File: src/rtl/ppg_pkg.sv
package ppg_pkg;

  localparam int WIDTH            = 256;
  localparam int HEIGHT           = 192;
  localparam int SINE_TABLE_DEPTH = 1024;

  localparam int X_W     = 8;
  localparam int Y_W     = 8;
  localparam int T_W     = 32;
  localparam int LEVEL_W = 16;
  localparam int SINE_W  = 16;

  localparam int FRAC_SHIFT = 16;
  localparam int FX_MAX     = ((2 ** X_W - 1) << FRAC_SHIFT) / WIDTH;
  localparam int FY_MAX     = ((2 ** Y_W - 1) << FRAC_SHIFT) / HEIGHT;
  localparam int FRAC_MAX   = (FX_MAX > FY_MAX) ? FX_MAX : FY_MAX;
  localparam int FRAC_W     = $clog2(FRAC_MAX + 1);

  // gains of the coordinate terms
  localparam int X_GAIN  = 8;
  localparam int Y_GAIN  = 7;
  localparam int XY_GAIN = 5;

  // time factors 1.3 and 0.7 in Q16
  localparam int K_W = 17;
  localparam logic [K_W-1:0] K_1P3_Q16 = K_W'(85197);
  localparam logic [K_W-1:0] K_0P7_Q16 = K_W'(45875);
  localparam int TK_PROD_W = T_W + K_W;
  localparam int T13_W     = TK_PROD_W - FRAC_SHIFT;

  // radians Q16 to a fraction of a turn
  localparam int RAD_W        = T13_W;
  localparam int TURN_W       = 20;
  localparam int TURN_SHIFT   = 28;
  localparam int TURN_PROD_W  = TURN_W + TURN_SHIFT;
  localparam int INV_W        = 30;
  localparam logic [INV_W-1:0] INV_TWO_PI_Q32 = INV_W'(683565276);

  localparam int IDX_W      = $clog2(SINE_TABLE_DEPTH);
  localparam int IDX_PROD_W = TURN_W + IDX_W;
  localparam int QTR        = SINE_TABLE_DEPTH / 4;
  localparam int QTR_W      = $clog2(QTR);

  localparam int ACC_W = 34;
  localparam logic signed [ACC_W-1:0] ACC_BIAS   = ACC_W'(64'sd2147483648);
  localparam logic [ACC_W-2:0]        ROUND_HALF = (ACC_W-1)'(32768);
  localparam int SINE_FRAC = 15;

  typedef struct packed {
    logic [X_W-1:0] pixel_x;
    logic [Y_W-1:0] pixel_y;
    logic [T_W-1:0] time_phase;
  } pixel_item_t;

  typedef struct packed {
    logic [FRAC_W-1:0] fx;
    logic [FRAC_W-1:0] fy;
    logic [T_W-1:0]    t;
    logic [T13_W-1:0]  t13;
    logic [T_W-1:0]    t07;
  } scale_item_t;

  typedef struct packed {
    logic [TURN_W-1:0] a1;
    logic [TURN_W-1:0] a2;
    logic [TURN_W-1:0] a3;
  } turn_item_t;

  typedef struct packed {
    logic signed [SINE_W-1:0] s1;
    logic signed [SINE_W-1:0] s2;
    logic signed [SINE_W-1:0] c3;
  } sine_item_t;

  typedef logic [FRAC_W-1:0] frac_x_tab_t [2 ** X_W];
  typedef logic [FRAC_W-1:0] frac_y_tab_t [2 ** Y_W];
  typedef logic signed [SINE_W-1:0] sine_tab_t [QTR];

  function automatic frac_x_tab_t build_frac_x();
    frac_x_tab_t tab;
    for (int i = 0; i < 2 ** X_W; i++) begin
      tab[i] = FRAC_W'((i << FRAC_SHIFT) / WIDTH);
    end
    return tab;
  endfunction

  function automatic frac_y_tab_t build_frac_y();
    frac_y_tab_t tab;
    for (int i = 0; i < 2 ** Y_W; i++) begin
      tab[i] = FRAC_W'((i << FRAC_SHIFT) / HEIGHT);
    end
    return tab;
  endfunction

  // q30 product truncated toward zero
  function automatic longint mul_q30(longint a, longint b);
    logic neg;
    longint unsigned ua;
    longint unsigned ub;
    longint unsigned p;
    neg = (a < 0) != (b < 0);
    ua  = (a < 0) ? unsigned'(-a) : unsigned'(a);
    ub  = (b < 0) ? unsigned'(-b) : unsigned'(b);
    p   = (ua * ub) >> 30;
    return neg ? -longint'(p) : longint'(p);
  endfunction

  // polynomial sine of one table entry
  function automatic logic signed [SINE_W-1:0] sine_value(longint unsigned i);
    longint unsigned u;
    longint unsigned r;
    longint unsigned quad;
    longint z;
    longint z2;
    longint p;
    longint s;
    longint q;
    u    = (i << 24) / SINE_TABLE_DEPTH;
    quad = (u >> 22) & 64'd3;
    r    = u & 64'h3F_FFFF;
    if (quad[0]) begin
      r = 64'h40_0000 - r;
    end
    z  = longint'(r << 8);
    z2 = mul_q30(z, z);
    p  = 172272;
    p  = -5026994 + mul_q30(p, z2);
    p  = 85569306 + mul_q30(p, z2);
    p  = -693598668 + mul_q30(p, z2);
    p  = 1686629713 + mul_q30(p, z2);
    s  = mul_q30(p, z);
    if (s < 0) begin
      s = 0;
    end
    q = (s + 16384) >>> 15;
    if (q > 32767) begin
      q = 32767;
    end
    return (quad >= 2) ? SINE_W'(-q) : SINE_W'(q);
  endfunction

  function automatic sine_tab_t build_sine();
    sine_tab_t tab;
    for (int j = 0; j < QTR; j++) begin
      tab[j] = sine_value(longint'(j));
    end
    return tab;
  endfunction

  localparam frac_x_tab_t FRAC_X_TABLE = build_frac_x();
  localparam frac_y_tab_t FRAC_Y_TABLE = build_frac_y();
  localparam sine_tab_t   SINE_TABLE   = build_sine();
  localparam logic signed [SINE_W-1:0] SINE_PEAK = sine_value(longint'(QTR));

  // radians q16 to a turn fraction, modulo one turn
  function automatic logic [TURN_W-1:0] turn_of(logic [RAD_W-1:0] rad);
    logic [TURN_PROD_W-1:0] p_lo;
    logic [TURN_PROD_W-1:0] p_hi;
    logic [TURN_PROD_W-1:0] p;
    p_lo = TURN_PROD_W'(rad[31:0]) * TURN_PROD_W'(INV_TWO_PI_Q32);
    p_hi = TURN_PROD_W'(rad[RAD_W-1:32]) * TURN_PROD_W'(INV_TWO_PI_Q32);
    p    = p_lo + (p_hi << 32);
    return p[TURN_PROD_W-1:TURN_SHIFT];
  endfunction

  function automatic logic [IDX_W-1:0] turn_index(logic [TURN_W-1:0] a);
    logic [IDX_PROD_W-1:0] p;
    p = IDX_PROD_W'(a) * IDX_PROD_W'(SINE_TABLE_DEPTH);
    return p[IDX_PROD_W-1:TURN_W];
  endfunction

  function automatic logic [IDX_W-1:0] cos_index(logic [IDX_W-1:0] i);
    logic [IDX_W:0] sum;
    sum = (IDX_W+1)'(i) + (IDX_W+1)'(QTR);
    if (sum >= (IDX_W+1)'(SINE_TABLE_DEPTH)) begin
      sum = sum - (IDX_W+1)'(SINE_TABLE_DEPTH);
    end
    return sum[IDX_W-1:0];
  endfunction

  // full period read from the quarter wave table
  function automatic logic signed [SINE_W-1:0] sine_lookup(logic [IDX_W-1:0] i);
    logic [1:0] quad;
    logic [IDX_W-1:0] base;
    logic [IDX_W-1:0] j;
    logic [IDX_W-1:0] mirror;
    logic signed [SINE_W-1:0] mag;
    if (i >= IDX_W'(3 * QTR)) begin
      quad = 2'd3;
      base = IDX_W'(3 * QTR);
    end else if (i >= IDX_W'(2 * QTR)) begin
      quad = 2'd2;
      base = IDX_W'(2 * QTR);
    end else if (i >= IDX_W'(QTR)) begin
      quad = 2'd1;
      base = IDX_W'(QTR);
    end else begin
      quad = 2'd0;
      base = '0;
    end
    j      = i - base;
    mirror = IDX_W'(QTR) - j;
    if (!quad[0]) begin
      mag = SINE_TABLE[j[QTR_W-1:0]];
    end else if (j == '0) begin
      mag = SINE_PEAK;
    end else begin
      mag = SINE_TABLE[mirror[QTR_W-1:0]];
    end
    return quad[1] ? -mag : mag;
  endfunction

endpackage

File: src/rtl/ppg_turn.sv
module ppg_turn import ppg_pkg::*; (
  input  logic        clk,
  input  logic        rst,
  input  logic        up_valid,
  output logic        up_ready,
  input  scale_item_t up_item,
  output logic        down_valid,
  input  logic        down_ready,
  output turn_item_t  down_item
);

  logic       valid;
  turn_item_t item;
  turn_item_t item_next;
  logic [RAD_W-1:0] x_rad;
  logic [RAD_W-1:0] y_rad;
  logic [RAD_W-1:0] xy_rad;

  always_comb begin
    x_rad  = RAD_W'(up_item.fx) * RAD_W'(X_GAIN);
    y_rad  = RAD_W'(up_item.fy) * RAD_W'(Y_GAIN);
    xy_rad = (RAD_W'(up_item.fx) + RAD_W'(up_item.fy)) * RAD_W'(XY_GAIN);
    item_next.a1 = turn_of(x_rad) + turn_of(RAD_W'(up_item.t));
    item_next.a2 = turn_of(y_rad) + turn_of(up_item.t13);
    item_next.a3 = turn_of(xy_rad) - turn_of(RAD_W'(up_item.t07));
  end

  assign up_ready = !valid || down_ready;

  always_ff @(posedge clk) begin
    if (rst) begin
      valid <= 1'b0;
    end else if (up_ready) begin
      valid <= up_valid;
    end
  end

  always_ff @(posedge clk) begin
    if (up_ready && up_valid) begin
      item <= item_next;
    end
  end

  assign down_valid = valid;
  assign down_item  = item;

endmodule

File: config.mk
export PLATFORM = sky130hd
export DESIGN_NAME = ppg_turn
export DESIGN_NICKNAME = d
export VERILOG_FILES = /design/src/rtl/ppg_pkg.sv /design/src/rtl/ppg_turn.sv
export SDC_FILE = /design/constraint.sdc
export NUM_CORES = 2
export LEC_CHECK = 0
export BUFFER_PORTS_ARGS = -buffer_cell sky130_fd_sc_hd__buf_2
export CAP_MARGIN = 40
export CORE_AREA = 2 2 428 430
export DETAILED_ROUTE_END_ITERATION = 7
export DIE_AREA = 0 0 430 432
export SYNTH_ARGS = -nofsm -noshare
export SYNTH_HDL_FRONTEND = slang
export SYNTH_SLANG_ARGS = --single-unit
File: constraint.sdc
create_clock -name clk -period 20.9 [get_ports clk]
set_clock_uncertainty 0.15 [all_clocks]
set_input_delay 4.18 -clock clk [delete_from_list [all_inputs] [get_ports clk]]
set_output_delay 4.18 -clock clk [all_outputs]
set_load 0.05 [all_outputs]
==> results.txt <==
outcome: completed
CTS tree: done
die span in x: 430 µm
crit path time final: 17.90 ns
final core utilization: 0.403
synthesis-to-finish area growth: 6.61%
Simple-Gate Fraction of Synth Area: 0.0330
Crit-path slowest cell: fa_1
TritonRoute pass-1 iters: 5
Die Y: 432 µm
yosys warns: 0
vias per cell: 4.75
complex-gate fraction of the synthesized area: 0.0501
Crit path arrival time: 17.87 ns
largest cells by area after synthesis: fa_1, ha_1, inv_1, edfxtp_1, xnor2_1
PortBufs: 196
Pins Over Slew Limit: 0
grt ovf: 0
post-synthesis mux area share: 0.000438
Netlist cell types: 76
pre-CTS WS: 2.53 ns
Clock transition at path regs: 0.07 ns
crit path launch: up_item[97]
final worst slack: 3.00 ns
drt drc: 0
MaxCap Viol Count: 0
share of the synthesized area in the top cell type: 0.449
First DRT Iteration DRCs: 1770
measured slew at the worst slew-check pin: 0.873 ns
Post-DRT Antenna Nets: 0
crit path to: down_item[18]
vias in the first global route: 49657
Avg Cell Area, Syn: 10.3 µm²
CTS H-tree lvls: 3
Slew HR: 0.414
total CTS buffers: 9
setup_tns: 0 ns
pin count of the biggest net entering global routing: 41
top post-synthesis cells by count: inv_1, fa_1, ha_1
Vias: 44216
RSZ-0062 raised after global routing: no
Tcrit/Tclk final: 0.856
setup bufs post-CTS: 0
hold crit path type: register to register
reg-to-reg slack, setup: 19.28 ns
critical path class: input port to register
top-count cell post-synth: inv_1
CP Max Fanout: 17
FMAX: 55.9 MHz
Sink Count: 61
crit end category: register
share of cells above drive strength 1: 0.0399
row cnt: 157
Seq/Total Area, Yosys: 0.0266
Clock Path Buffers: 2
io pins: 197
first-pass GRT wire length: 275000 µm
Crit path required time: 20.87 ns
Resized cells post-CTS: 0
CTS root buffer: clkbuf_16
number of synthesized flops with an enable pin: 60
core area: 182000 µm²
Yosys top cell by area: fa_1
GPL Wtd Cong: 0.922
hpwl dp: 159000 µm
Synth Register Bits: 61
XOR/XNOR Fraction of Synth Area: 0.0356
Die Area: 186000 µm²
worst r2r dst: down_item[36]
routed wire length: 169000 µm
Hold Fails Final Rpt: 0
crit start category: input port
largest family of logic cells by synthesized area: adder cells
Mapped Area: 68600 µm²
# nets final: 10116
syn nets: 9884
DR WL/cell: 18.1 µm
clk_lat worst skew: 0.37 ns
post-synthesis async set-or-reset flop share: 0
worst flop-to-flop path startpoint: down_valid
Worst Reg-to-Reg Cells: 3
post-synthesis adder-cell area fraction: 0.729
Worst path max stage delay: 0.53 ns
hold_buf cts: 0
overall routing resource usage: 0.190
initial antenna violation count: 11
final setup violation count: 0
cells after synthesis: 6676
Synth Flop Type: edfxtp_1
Starting Density: 0.378
-- cells by family (layout without fill, tap and decap cells) --
logic type                 after synthesis  count (layout)
other                                    0               6
buffers and inverters                 2293            2530
DFF                                     61              61
xor gates and xnor gates               270             270
muxes                                    3               3
and+or+nand+nor                        459             459
AOI/OAI and AO/OA                      515             515
adders and majority gates             3075            3075
-- worst max-delay path, delay by kind of cell --
kind / cells / cell delay (ns)
AOI/OAI and AO/OA: 22 / 4.21
xor gates and xnor gates: 3 / 0.70
adders and majority gates: 15 / 5.97
buffers and inverters: 9 / 0.98
and+or+nand+nor: 9 / 1.85
-- registers in the layout, summed over array words and instances, names as in the netlist --
register,flops
down_valid,1
down_item,60
-- cell type report --
type | instances | area (µm²)
Clock buffer | 9 | 225
Tap cell | 2385 | 2980
Fill cell | 17727 | 109000
Antenna cell | 6 | 15.0
Sequential cell | 61 | 1820
Timing Repair Buffer | 222 | 1200
Clock inverter | 7 | 105
Inverter | 2292 | 8600
Multi-Input combinational cell | 4322 | 58200
-- layout by cell type (no fill, tap or decap), types with 10 or more instances in the layout --
master | synthesis | layout
inv_1 | 2292 | 2292
fa_1 | 1538 | 1538
ha_1 | 1535 | 1535
xnor2_1 | 199 | 199
buf_2 | 0 | 196
nor2_1 | 146 | 146
a21oi_1 | 144 | 144
a21o_1 | 83 | 83
nand2_1 | 78 | 78
o21ai_0 | 66 | 66
xor2_1 | 65 | 65
edfxtp_1 | 60 | 60
nor3_1 | 44 | 44
o21a_1 | 43 | 43
nor2b_1 | 36 | 36
nand4_1 | 27 | 27
nand3_1 | 25 | 25
buf_4 | 0 | 23
a211oi_1 | 22 | 22
o21bai_1 | 19 | 19
nand2b_1 | 18 | 18
o21ai_1 | 16 | 16
a31oi_1 | 15 | 15
or2_2 | 15 | 15
or3_1 | 14 | 14
and3_1 | 13 | 13
and2_1 | 12 | 11
nor4_1 | 11 | 11
o211ai_1 | 10 | 10
-- per-stage QoR --
stage | area [µm²] | hold slack (ns) | std cells
6_report | 73100 | 0.376 | 9304
5_1_grt | 73100 | 0.439 | 9301
4_1_cts | 73100 | 0.380 | 9298
3_5_place_dp | 72800 | 0.366 | 9282
3_3_place_gp | 72700 | 0.343 | 9275
2_1_floorplan | 68600 | 0.964 | 6676
-- metal layers --
| metal | wire (µm) | global-route usage | vias to the layer above | part of all wire |
|---|---|---|---|---|
| met3 | 4550 | 0.0106 | 144 | 0.027 |
| met2 | 83100 | 0.331 | 620 | 0.49 |
| li1 | - | - | 20814 | - |
| met4 | 4540 | 0.0469 | 6 | 0.027 |
| met5 | 34 | 0 | - | 0.00020 |
| met1 | 76500 | 0.260 | 22632 | 0.45 |
-- how the worst min path moves through the flow --
stage	cells after the start	to	slack, ns	start
after floorplan	2	down_valid	0.96	down_valid
after global placement	2	down_valid	0.34	down_valid
after detailed placement	2	down_valid	0.37	down_valid
after CTS	2	down_valid	0.38	down_valid
after global routing	2	down_valid	0.44	down_valid
final	2	down_valid	0.38	down_valid
Power is left out: the tool's default activity adds up to more than one toggle a clock period on the data nets, which glitch-free logic cannot reach.
