--- config.mk ---
export PLATFORM = sky130hd
export DESIGN_NAME = ppg_mix
export DESIGN_NICKNAME = d
export VERILOG_FILES = /design/src/rtl/ppg_pkg.sv /design/src/rtl/ppg_mix.sv
export SDC_FILE = /design/constraint.sdc
export NUM_CORES = 1
export LEC_CHECK = 0
export ABC_AREA = 1
export BUFFER_PORTS_ARGS = -buffer_cell sky130_fd_sc_hd__buf_4
export CAP_MARGIN = 20
export CORE_ASPECT_RATIO = 1.25
export CORE_MARGIN = 2
export CORE_UTILIZATION = 45
export DETAILED_ROUTE_END_ITERATION = 10
export PLACE_DENSITY = 0.74
export SYNTH_ARGS = -nofsm -noshare
export SYNTH_HDL_FRONTEND = slang
export SYNTH_SLANG_ARGS = --single-unit
--- constraint.sdc ---
create_clock -name clk -period 21.4 [get_ports clk]
set_input_delay 2.14 -clock clk [delete_from_list [all_inputs] [get_ports clk]]
set_output_delay 2.14 -clock clk [all_outputs]
set_load 0.02 [all_outputs]
--- src/rtl/ppg_pkg.sv ---
package ppg_pkg;

  localparam int WIDTH            = 256;
  localparam int HEIGHT           = 192;
  localparam int SINE_TABLE_DEPTH = 1024;

  localparam int X_W     = 8;
  localparam int Y_W     = 8;
  localparam int T_W     = 32;
  localparam int LEVEL_W = 16;
  localparam int SINE_W  = 16;

  localparam int FRAC_SHIFT = 16;
  localparam int FX_MAX     = ((2 ** X_W - 1) << FRAC_SHIFT) / WIDTH;
  localparam int FY_MAX     = ((2 ** Y_W - 1) << FRAC_SHIFT) / HEIGHT;
  localparam int FRAC_MAX   = (FX_MAX > FY_MAX) ? FX_MAX : FY_MAX;
  localparam int FRAC_W     = $clog2(FRAC_MAX + 1);

  // gains of the coordinate terms
  localparam int X_GAIN  = 8;
  localparam int Y_GAIN  = 7;
  localparam int XY_GAIN = 5;

  // time factors 1.3 and 0.7 in Q16
  localparam int K_W = 17;
  localparam logic [K_W-1:0] K_1P3_Q16 = K_W'(85197);
  localparam logic [K_W-1:0] K_0P7_Q16 = K_W'(45875);
  localparam int TK_PROD_W = T_W + K_W;
  localparam int T13_W     = TK_PROD_W - FRAC_SHIFT;

  // radians Q16 to a fraction of a turn
  localparam int RAD_W        = T13_W;
  localparam int TURN_W       = 20;
  localparam int TURN_SHIFT   = 28;
  localparam int TURN_PROD_W  = TURN_W + TURN_SHIFT;
  localparam int INV_W        = 30;
  localparam logic [INV_W-1:0] INV_TWO_PI_Q32 = INV_W'(683565276);

  localparam int IDX_W      = $clog2(SINE_TABLE_DEPTH);
  localparam int IDX_PROD_W = TURN_W + IDX_W;
  localparam int QTR        = SINE_TABLE_DEPTH / 4;
  localparam int QTR_W      = $clog2(QTR);

  localparam int ACC_W = 34;
  localparam logic signed [ACC_W-1:0] ACC_BIAS   = ACC_W'(64'sd2147483648);
  localparam logic [ACC_W-2:0]        ROUND_HALF = (ACC_W-1)'(32768);
  localparam int SINE_FRAC = 15;

  typedef struct packed {
    logic [X_W-1:0] pixel_x;
    logic [Y_W-1:0] pixel_y;
    logic [T_W-1:0] time_phase;
  } pixel_item_t;

  typedef struct packed {
    logic [FRAC_W-1:0] fx;
    logic [FRAC_W-1:0] fy;
    logic [T_W-1:0]    t;
    logic [T13_W-1:0]  t13;
    logic [T_W-1:0]    t07;
  } scale_item_t;

  typedef struct packed {
    logic [TURN_W-1:0] a1;
    logic [TURN_W-1:0] a2;
    logic [TURN_W-1:0] a3;
  } turn_item_t;

  typedef struct packed {
    logic signed [SINE_W-1:0] s1;
    logic signed [SINE_W-1:0] s2;
    logic signed [SINE_W-1:0] c3;
  } sine_item_t;

  typedef logic [FRAC_W-1:0] frac_x_tab_t [2 ** X_W];
  typedef logic [FRAC_W-1:0] frac_y_tab_t [2 ** Y_W];
  typedef logic signed [SINE_W-1:0] sine_tab_t [QTR];

  function automatic frac_x_tab_t build_frac_x();
    frac_x_tab_t tab;
    for (int i = 0; i < 2 ** X_W; i++) begin
      tab[i] = FRAC_W'((i << FRAC_SHIFT) / WIDTH);
    end
    return tab;
  endfunction

  function automatic frac_y_tab_t build_frac_y();
    frac_y_tab_t tab;
    for (int i = 0; i < 2 ** Y_W; i++) begin
      tab[i] = FRAC_W'((i << FRAC_SHIFT) / HEIGHT);
    end
    return tab;
  endfunction

  // q30 product truncated toward zero
  function automatic longint mul_q30(longint a, longint b);
    logic neg;
    longint unsigned ua;
    longint unsigned ub;
    longint unsigned p;
    neg = (a < 0) != (b < 0);
    ua  = (a < 0) ? unsigned'(-a) : unsigned'(a);
    ub  = (b < 0) ? unsigned'(-b) : unsigned'(b);
    p   = (ua * ub) >> 30;
    return neg ? -longint'(p) : longint'(p);
  endfunction

  // polynomial sine of one table entry
  function automatic logic signed [SINE_W-1:0] sine_value(longint unsigned i);
    longint unsigned u;
    longint unsigned r;
    longint unsigned quad;
    longint z;
    longint z2;
    longint p;
    longint s;
    longint q;
    u    = (i << 24) / SINE_TABLE_DEPTH;
    quad = (u >> 22) & 64'd3;
    r    = u & 64'h3F_FFFF;
    if (quad[0]) begin
      r = 64'h40_0000 - r;
    end
    z  = longint'(r << 8);
    z2 = mul_q30(z, z);
    p  = 172272;
    p  = -5026994 + mul_q30(p, z2);
    p  = 85569306 + mul_q30(p, z2);
    p  = -693598668 + mul_q30(p, z2);
    p  = 1686629713 + mul_q30(p, z2);
    s  = mul_q30(p, z);
    if (s < 0) begin
      s = 0;
    end
    q = (s + 16384) >>> 15;
    if (q > 32767) begin
      q = 32767;
    end
    return (quad >= 2) ? SINE_W'(-q) : SINE_W'(q);
  endfunction

  function automatic sine_tab_t build_sine();
    sine_tab_t tab;
    for (int j = 0; j < QTR; j++) begin
      tab[j] = sine_value(longint'(j));
    end
    return tab;
  endfunction

  localparam frac_x_tab_t FRAC_X_TABLE = build_frac_x();
  localparam frac_y_tab_t FRAC_Y_TABLE = build_frac_y();
  localparam sine_tab_t   SINE_TABLE   = build_sine();
  localparam logic signed [SINE_W-1:0] SINE_PEAK = sine_value(longint'(QTR));

  // radians q16 to a turn fraction, modulo one turn
  function automatic logic [TURN_W-1:0] turn_of(logic [RAD_W-1:0] rad);
    logic [TURN_PROD_W-1:0] p_lo;
    logic [TURN_PROD_W-1:0] p_hi;
    logic [TURN_PROD_W-1:0] p;
    p_lo = TURN_PROD_W'(rad[31:0]) * TURN_PROD_W'(INV_TWO_PI_Q32);
    p_hi = TURN_PROD_W'(rad[RAD_W-1:32]) * TURN_PROD_W'(INV_TWO_PI_Q32);
    p    = p_lo + (p_hi << 32);
    return p[TURN_PROD_W-1:TURN_SHIFT];
  endfunction

  function automatic logic [IDX_W-1:0] turn_index(logic [TURN_W-1:0] a);
    logic [IDX_PROD_W-1:0] p;
    p = IDX_PROD_W'(a) * IDX_PROD_W'(SINE_TABLE_DEPTH);
    return p[IDX_PROD_W-1:TURN_W];
  endfunction

  function automatic logic [IDX_W-1:0] cos_index(logic [IDX_W-1:0] i);
    logic [IDX_W:0] sum;
    sum = (IDX_W+1)'(i) + (IDX_W+1)'(QTR);
    if (sum >= (IDX_W+1)'(SINE_TABLE_DEPTH)) begin
      sum = sum - (IDX_W+1)'(SINE_TABLE_DEPTH);
    end
    return sum[IDX_W-1:0];
  endfunction

  // full period read from the quarter wave table
  function automatic logic signed [SINE_W-1:0] sine_lookup(logic [IDX_W-1:0] i);
    logic [1:0] quad;
    logic [IDX_W-1:0] base;
    logic [IDX_W-1:0] j;
    logic [IDX_W-1:0] mirror;
    logic signed [SINE_W-1:0] mag;
    if (i >= IDX_W'(3 * QTR)) begin
      quad = 2'd3;
      base = IDX_W'(3 * QTR);
    end else if (i >= IDX_W'(2 * QTR)) begin
      quad = 2'd2;
      base = IDX_W'(2 * QTR);
    end else if (i >= IDX_W'(QTR)) begin
      quad = 2'd1;
      base = IDX_W'(QTR);
    end else begin
      quad = 2'd0;
      base = '0;
    end
    j      = i - base;
    mirror = IDX_W'(QTR) - j;
    if (!quad[0]) begin
      mag = SINE_TABLE[j[QTR_W-1:0]];
    end else if (j == '0) begin
      mag = SINE_PEAK;
    end else begin
      mag = SINE_TABLE[mirror[QTR_W-1:0]];
    end
    return quad[1] ? -mag : mag;
  endfunction

endpackage

--- src/rtl/ppg_mix.sv ---
module ppg_mix import ppg_pkg::*; (
  input  logic               clk,
  input  logic               rst,
  input  logic               up_valid,
  output logic               up_ready,
  input  sine_item_t         up_item,
  output logic               down_valid,
  input  logic               down_ready,
  output logic [LEVEL_W-1:0] down_level
);

  logic                        valid;
  logic [LEVEL_W-1:0]          level;
  logic [LEVEL_W-1:0]          level_next;
  logic signed [2*SINE_W-1:0]  prod;
  logic signed [ACC_W-1:0]     acc;
  logic [ACC_W-2:0]            rounded;
  logic [ACC_W-2-LEVEL_W:0]    scaled;

  always_comb begin
    prod    = up_item.s2 * up_item.c3;
    acc     = ACC_BIAS + (ACC_W'(up_item.s1) <<< SINE_FRAC) + ACC_W'(prod);
    rounded = acc[ACC_W-2:0] + ROUND_HALF;
    scaled  = rounded[ACC_W-2:LEVEL_W];
    if (acc[ACC_W-1]) begin
      level_next = '0;
    end else if (scaled > (ACC_W-1-LEVEL_W)'({LEVEL_W{1'b1}})) begin
      level_next = '1;
    end else begin
      level_next = scaled[LEVEL_W-1:0];
    end
  end

  assign up_ready = !valid || down_ready;

  always_ff @(posedge clk) begin
    if (rst) begin
      valid <= 1'b0;
    end else if (up_ready) begin
      valid <= up_valid;
    end
  end

  always_ff @(posedge clk) begin
    if (up_ready && up_valid) begin
      level <= level_next;
    end
  end

  assign down_valid = valid;
  assign down_level = level;

endmodule

==> results of run 1 <==
==> worst reg2reg max path: stages, from the launching register on <==
cell	delay, ns
dfxtp_1	0.32
a21oi_1	0.15
buf_4	0.26
==> cell usage after synthesis, drive strengths merged, types with 11 or more instances <==
master    n
a21oi    29
clkbuf   55
edfxtp   16
fa      300
ha       96
inv     584
nand2   501
nand3    64
nand4    11
nor2     77
xnor2    11
xor2     13
==> layer usage <==
metal | up-vias | GRT usage [%]
li1 | 5027 | -
met1 | 5250 | 25.8
met2 | 336 | 41.4
met3 | 107 | 1.93
met4 | 0 | 9.28
met5 | - | 0
==> area by class of cell <==
| class | instances | area (µm²) | area share [%] |
|---|---|---|---|
| multi-input combinational | 1130 | 10400 | 73.3 |
| inverter | 586 | 2200 | 15.5 |
| timing repair buffer | 70 | 526 | 3.69 |
| sequential | 17 | 500 | 3.52 |
| tap | 396 | 495 | 3.48 |
| clock buffer | 3 | 75.1 | 0.527 |
| clock inverter | 1 | 5.00 | 0.0352 |
==> sequential cells by signal, indices dropped and copies added (netlist names) <==
name	count
down_level	16
down_valid	1
==> worst max path at each step <==
stage | start | to | slack (ns) | cells after the start
finish | up_item[1] | down_level[1] | 12.74 | 26
global route | up_item[1] | down_level[8] | 12.20 | 26
CTS | up_item[1] | down_level[3] | 12.76 | 28
detailed placement | up_item[1] | down_level[3] | 12.52 | 28
global placement | up_item[1] | down_level[7] | 12.60 | 26
floorplan | up_item[31] | down_level[4] | 13.15 | 31
==> logic make-up (layout without fill, tap and decap cells) <==
group           Yosys count  after routing  synth area share (%)
simple gates            673            673                  21.0
buf+inv                 644            660                  18.2
fa+ha+maj               396            396                  53.9
compound gates           37             37                  1.53
xor+xnor                 24             24                  1.57
flops                    17             17                  3.74
==> through the flow <==
step           instance area, µm²  hold WS (ns)  util [%]  worst slack (ns)  instances
2_1_floorplan               13400         0.705         -             13.15       1791
3_3_place_gp                14200         0.479      48.4             12.60       2199
3_5_place_dp                14200         0.524      48.4             12.52       2199
4_1_cts                     14200         0.530      48.7             12.76       2203
5_1_grt                     14200         0.573      48.7             12.20       2203
6_report                    14200         0.516      48.7             12.74       2203
==> reports/qor.yml, run 1 <==
outcome:
  outcome: "finished, final reports clean"
route:
  wl_met3_mm: 1.43
  drt_first_pass_iters: 4
  routed_via_density: 4.87
  detail-route-antenna-nets: 0
  drt_iter0_drc: 522
  dr_wl_met2_mm: 17.2
  m1WireLength_mm: 11.8
  route.detailed.drc: 0
  wire_per_inst_um: 14.5
  topRoutingLayerUsed: "met4"
  via_count: 10700
  routed_wl_mm: 31.9
clocking:
  clockBufferDepth: 2
  htree_levels: 1
  clock-sinks: 17
  postCtsHoldBufs: 0
  cts-root-buf: "clkbuf_16"
  postCtsSetupBuffers: 0
  ctsResizeCount: 0
  clkLatencyLatePin_ns: 0.25
  path_clk_slew_ns: 0.05
  cts_buffers: 3
  cts_tree: "done"
sta:
  finalSetupViolCount: 0
  rsz0062_at_grt: "false"
  setup_tns_ns: 0
  slew_headroom_pct: 46.0
  fin_crit_sh_pct: 40.5
  final-hold-violation-count: 0
  slew_violations: 0
  worst_pin_slew_ns: 0.808
  fmax_mhz: 115
  fin_crit_ns: 8.66
  clock_skew_ns: 0.00178
hold_path:
  min_from: "down_valid"
  min_path_cells: 2
  hold_path.class: "register to register"
  hold_end: "down_valid"
global_routing:
  grt_pass1_vias: 11900
  track_usage_pct: 22.2
  grt_overflow: 0
  grt_pass1_wl_mm: 55.1
  antenna_found_initial: 0
  grt_max_degree: 18
logic_synthesis:
  synth_edf_count: 16
  synth.avg_cell_area_um2: 7.46
  yosys.area.top_type: "fa_1"
  synth_seq_area_share_pct: 3.74
  syn_nets: 2239
  netlist_instances: 1791
  synth_top_area_share_pct: 44.9
  ys_types: 32
  synthTopCellsByArea: "fa_1 45%, inv_1 16%, nand2_1 14%"
  synthFlopType: "edfxtp_1"
  yosys_warnings: 0
  ys_ff_latch: 17
  async_flop_share_pct: 0
  netlist_area_um2: 13400
setup_path:
  path_class: "input pin to register"
  crit_slowest_cell: "fa_1"
  worstPathArrival_ns: 8.67
  max_stage_delay_ns: 0.77
  path_max_fanout: 15
  ff2ff_path_depth: 2
  path_delay_family: "adder cells"
  r2r-end: "down_level[6]"
  end_kind: "register"
  regToRegSetupSlack_ns: 20.36
  crit_required_ns: 21.41
  critPathBufInv: 8
  start_kind: "input pin"
  r2r-start: "down_valid"
placed_design:
  hpwl_mm: 27.9
  port_buffers: 69
  routabilityCongestion: 0.875
final_layout:
  final_cell_mix: "573 x inv_1, 487 x nand2_1, 300 x fa_1"
  final_layout_size_suffix_gt1_share_pct: 6.97
  diodes: 0
  final_nets: 2256
  layout_commonest_cell: "inv_1"
  area_growth_pct: 6.49
  nFillCells: 2906
die:
  start_util_pct: 45.7
  fp.dieArea_um2: 31100
  row_count: 70
  fp.dieH_um: 197
  ioPinCount: 70
  core_um2: 29300
  dieWidth_um: 158
job:
  cap_violations: 0
Power of run 1 is left out: the tool's default activity adds up to more than one toggle a clock period on the data nets, which glitch-free logic cannot reach.
==> run 2, diff against run 1 <==
PLACE_DENSITY = 0.76   (was 0.74)
clock period = 7.4 ns   (was 21.4 ns; I/O delays follow)
==> run 2 against run 1 <==
Die area stayed put. Critical endpoint is now down_level[3]. Register-to-register slack got worse by 14 ns. Critical path depth rose by 5. Cell count rose by 0.50%.
==> reports/qor.yml, run 2 (same netlist as run 1, synthesis figures left out) <==
outcome:
  outcome: "finished, final reports clean"
clocking:
  path_clk_slew_ns: 0.05
  cts_buffers: 3
  clockBufferDepth: 2
  postCtsHoldBufs: 0
  cts_tree: "done"
  cts-root-buf: "clkbuf_16"
  htree_levels: 1
  clkLatencyLatePin_ns: 0.25
  clock-sinks: 17
setup_path:
  path_max_fanout: 15
  max_stage_delay_ns: 0.59
  crit_slowest_cell: "fa_1"
  crit_required_ns: 7.40
  end_kind: "register"
  cp-endpoint: "down_level[3]"
  path_class: "input pin to register"
  crit_path_frequent_cell: "nand2_1"
  r2r-end: "down_level[11]"
  worstPathArrival_ns: 6.98
  ff2ff_path_depth: 2
  regToRegSetupSlack_ns: 6.37
  crit_start: "up_item[1]"
  r2r-start: "down_valid"
  start_kind: "input pin"
final_layout:
  nFillCells: 2849
  area_growth_pct: 7.29
  final_layout_size_suffix_gt1_share_pct: 7.70
  diodes: 0
  largest_register_ffs: 16
  final_cell_mix: "571 x inv_1, 487 x nand2_1, 300 x fa_1"
  final_nets: 2267
  layout_commonest_cell: "inv_1"
sta:
  finalSetupViolCount: 0
  slew_headroom_pct: 67.7
  clock_skew_ns: 0.00571
  final-hold-violation-count: 0
  fin_crit_ns: 6.97
  fin_crit_sh_pct: 94.2
  worst_pin_slew_ns: 0.479
  slew_violations: 0
  fmax_mhz: 143
  setup_slack_ns: 0.426
route:
  route.detailed.drc: 0
  wire_per_inst_um: 14.5
  via_count: 10700
  routed_wl_mm: 32.0
  routed_via_density: 4.82
  drt_iter0_drc: 559
  detail-route-antenna-nets: 0
  drt_first_pass_iters: 5
placed_design:
  hpwl_mm: 27.7
  routabilityCongestion: 0.925
  port_buffers: 69
  dp_slack_ns: 0.0915
die:
  fp.dieArea_um2: 31100
  dieWidth_um: 158
  start_util_pct: 45.7
  fp.dieH_um: 197
  core_um2: 29300
  row_count: 70
  ioPinCount: 70
global_routing:
  track_usage_pct: 22.1
  grt_pass1_wl_mm: 54.8
  grt_max_degree: 17
  grt_pass1_vias: 11900
  antenna_found_initial: 0
  grt_overflow: 0
hold_path:
  min_path_cells: 2
  hold_path.class: "register to register"
job:
  cap_violations: 0
run 2: critical path: cells and delay by family:
kind | cells | cell delay (ns)
AOI/OAI and AO/OA | 1 | 0.23
adders and majority gates | 7 | 3.47
buffers and inverters | 9 | 0.81
and+or+nand+nor | 14 | 1.73
run 2: cell type report:
type	count	area, µm²	share of cell area (%)
multi-input combinational	1130	10400	72.8
inverter	586	2210	15.4
timing repair buffer	81	621	4.33
sequential	17	500	3.49
tap	396	495	3.46
clock buffer	3	75.1	0.524
clock inverter	1	5.00	0.0349
run 2: timing repair:
item,CTS,global route
hold endpoints to repair,0,0
setup endpoints to repair,0,12
buffers inserted,0,3
gates resized for setup,0,3
run 2: through the flow:
| step | instance area (µm²) | TNS, ns | utilization (%) | hold WS (ns) | instances |
|---|---|---|---|---|---|
| 2_1_floorplan | 13400 | 0 | - | 0.705 | 1791 |
| 3_3_place_gp | 14200 | 0 | 48.6 | 0.481 | 2207 |
| 3_5_place_dp | 14200 | 0 | 48.6 | 0.536 | 2207 |
| 4_1_cts | 14300 | 0 | 48.9 | 0.544 | 2211 |
| 5_1_grt | 14300 | -0.00380 | 49.0 | 0.568 | 2214 |
| 6_report | 14300 | 0 | 49.0 | 0.531 | 2214 |
run 2: how the worst min path moves through the flow:
stage	start	end	slack, ns
after floorplan	down_valid	down_valid	0.71
after global placement	down_valid	down_valid	0.48
after detailed placement	down_valid	down_valid	0.54
after CTS	down_valid	down_valid	0.54
after global routing	down_valid	down_valid	0.57
final	down_valid	down_valid	0.53
run 2: per-layer routing:
metal | GRT usage (%) | up-vias | share of wire, %
met3 | 1.45 | 74 | 4.3
li1 | - | 5052 | -
met4 | 7.17 | 0 | 3.6
met2 | 42.6 | 319 | 55
met5 | 0 | - | 0
met1 | 25.8 | 5217 | 37
Power of run 2 is left out for the same reason.
==> run 3, diff against run 2 <==
PLACE_DENSITY = 0.63   (was 0.76)
==> run 3 against run 2 <==
Wire length up 4.3%. Flip-flop and latch count unchanged. Register-to-register slack worse by 0.02 ns. Cell count stayed put. Die area is the same. Setup slack gained 0.069 ns. Non-clock buffer count unchanged. Via count fell by 0.65%. Sequential share of layout area is essentially flat. Count of clock-buffer cells in the layout is 1 higher. Critical path type unchanged. Critical endpoint is now down_level[10].
==> reports/qor.yml, run 3 (same netlist as run 1, synthesis figures left out) <==
clocking:
  postCtsSetupBuffers: 0
  cts_tree: "done"
  htree_levels: 1
  clockBufferDepth: 2
  clock-sinks: 17
  path_clk_slew_ns: 0.05
  cts-root-buf: "clkbuf_16"
  clkLatencyLatePin_ns: 0.24
  cts_buffers: 3
  ctsResizeCount: 0
  postCtsHoldBufs: 0
setup_path:
  r2r-end: "down_level[7]"
  cp-endpoint: "down_level[10]"
  end_kind: "register"
  start_kind: "input pin"
  ff2ff_path_depth: 2
  crit_start: "up_item[31]"
  worstPathArrival_ns: 6.91
  r2r-start: "down_valid"
  regToRegSetupSlack_ns: 6.35
  crit_required_ns: 7.40
  max_stage_delay_ns: 0.54
  path_class: "input pin to register"
  path_max_fanout: 16
  crit_slowest_cell: "fa_1"
route:
  wire_per_inst_um: 15.1
  route.detailed.drc: 0
  detail-route-antenna-nets: 0
  via_count: 10600
  drt_iter0_drc: 614
  routed_via_density: 4.78
  routed_wl_mm: 33.4
  drt_first_pass_iters: 5
sta:
  finalSetupViolCount: 0
  slew_violations: 0
  fin_crit_sh_pct: 93.3
  fmax_mhz: 145
  clock_skew_ns: 0.00162
  final-hold-violation-count: 0
  worst_pin_slew_ns: 0.521
  slew_headroom_pct: 65.2
  setup_tns_ns: 0
  fin_crit_ns: 6.90
  rsz0062_at_grt: "false"
placed_design:
  hpwl_mm: 28.8
  routabilityCongestion: 0.904
  port_buffers: 69
die:
  start_util_pct: 45.7
  fp.dieH_um: 197
  ioPinCount: 70
  row_count: 70
  core_um2: 29300
  fp.dieArea_um2: 31100
  dieWidth_um: 158
final_layout:
  area_growth_pct: 7.10
  diodes: 0
  final_cell_mix: "573 x inv_1, 487 x nand2_1, 300 x fa_1"
  final_layout_size_suffix_gt1_share_pct: 7.48
  layout_commonest_cell: "inv_1"
  final_nets: 2267
  largest_register_ffs: 16
job:
  cap_violations: 0
global_routing:
  antenna_found_initial: 0
  grt_max_degree: 17
  track_usage_pct: 23.4
  grt_overflow: 0
  grt_pass1_vias: 11500
  grt_pass1_wl_mm: 56.8
outcome:
  outcome: "finished, final reports clean"
hold_path:
  hold_path.class: "register to register"
[run 3: worst min path at each step]
stage                     from          to  slack (ns)  cells after the start
global route        down_valid  down_valid        0.55                      2
floorplan           down_valid  down_valid        0.71                      2
CTS                 down_valid  down_valid        0.51                      2
global placement    down_valid  down_valid        0.49                      2
detailed placement  down_valid  down_valid        0.50                      2
finish              down_valid  down_valid        0.50                      2
[run 3: stage by stage]
| step | area, µm² | cells | hold WS (ns) | utilization, % | worst slack, ns |
|---|---|---|---|---|---|
| CTS | 14300 | 2214 | 0.507 | 48.9 | 0.471 |
| detailed placement | 14200 | 2210 | 0.499 | 48.7 | 0.263 |
| global placement | 14200 | 2210 | 0.486 | 48.7 | 0.243 |
| finish | 14300 | 2214 | 0.503 | 48.9 | 0.495 |
| floorplan | 13400 | 1791 | 0.705 | - | 0.545 |
| global route | 14300 | 2214 | 0.549 | 48.9 | 0.0136 |
[run 3: layout make-up]
type                    count  area, µm²
fillers                  3015      14900
multi-input cells        1130      10400
inverters                 586       2200
repair buffers             81        608
flip-flops and latches     17        500
well taps                 396        495
clock buffers               4       78.8
[run 3: layer usage]
layer | global-route usage [%] | share of wire (%) | up-vias
met5 | 0 | 0 | -
met4 | 6.01 | 3.0 | 0
met3 | 1.87 | 4.1 | 61
met2 | 43.8 | 53 | 265
met1 | 28.9 | 40 | 5205
li1 | - | - | 5062
[run 3: critical path, delay by kind of cell]
kind | cells | cell delay, ns
buffers and inverters | 8 | 0.90
adder cells (fa/ha/maj) | 7 | 3.34
AND/OR/NAND/NOR | 14 | 1.91
Power of run 3 is left out for the same reason.
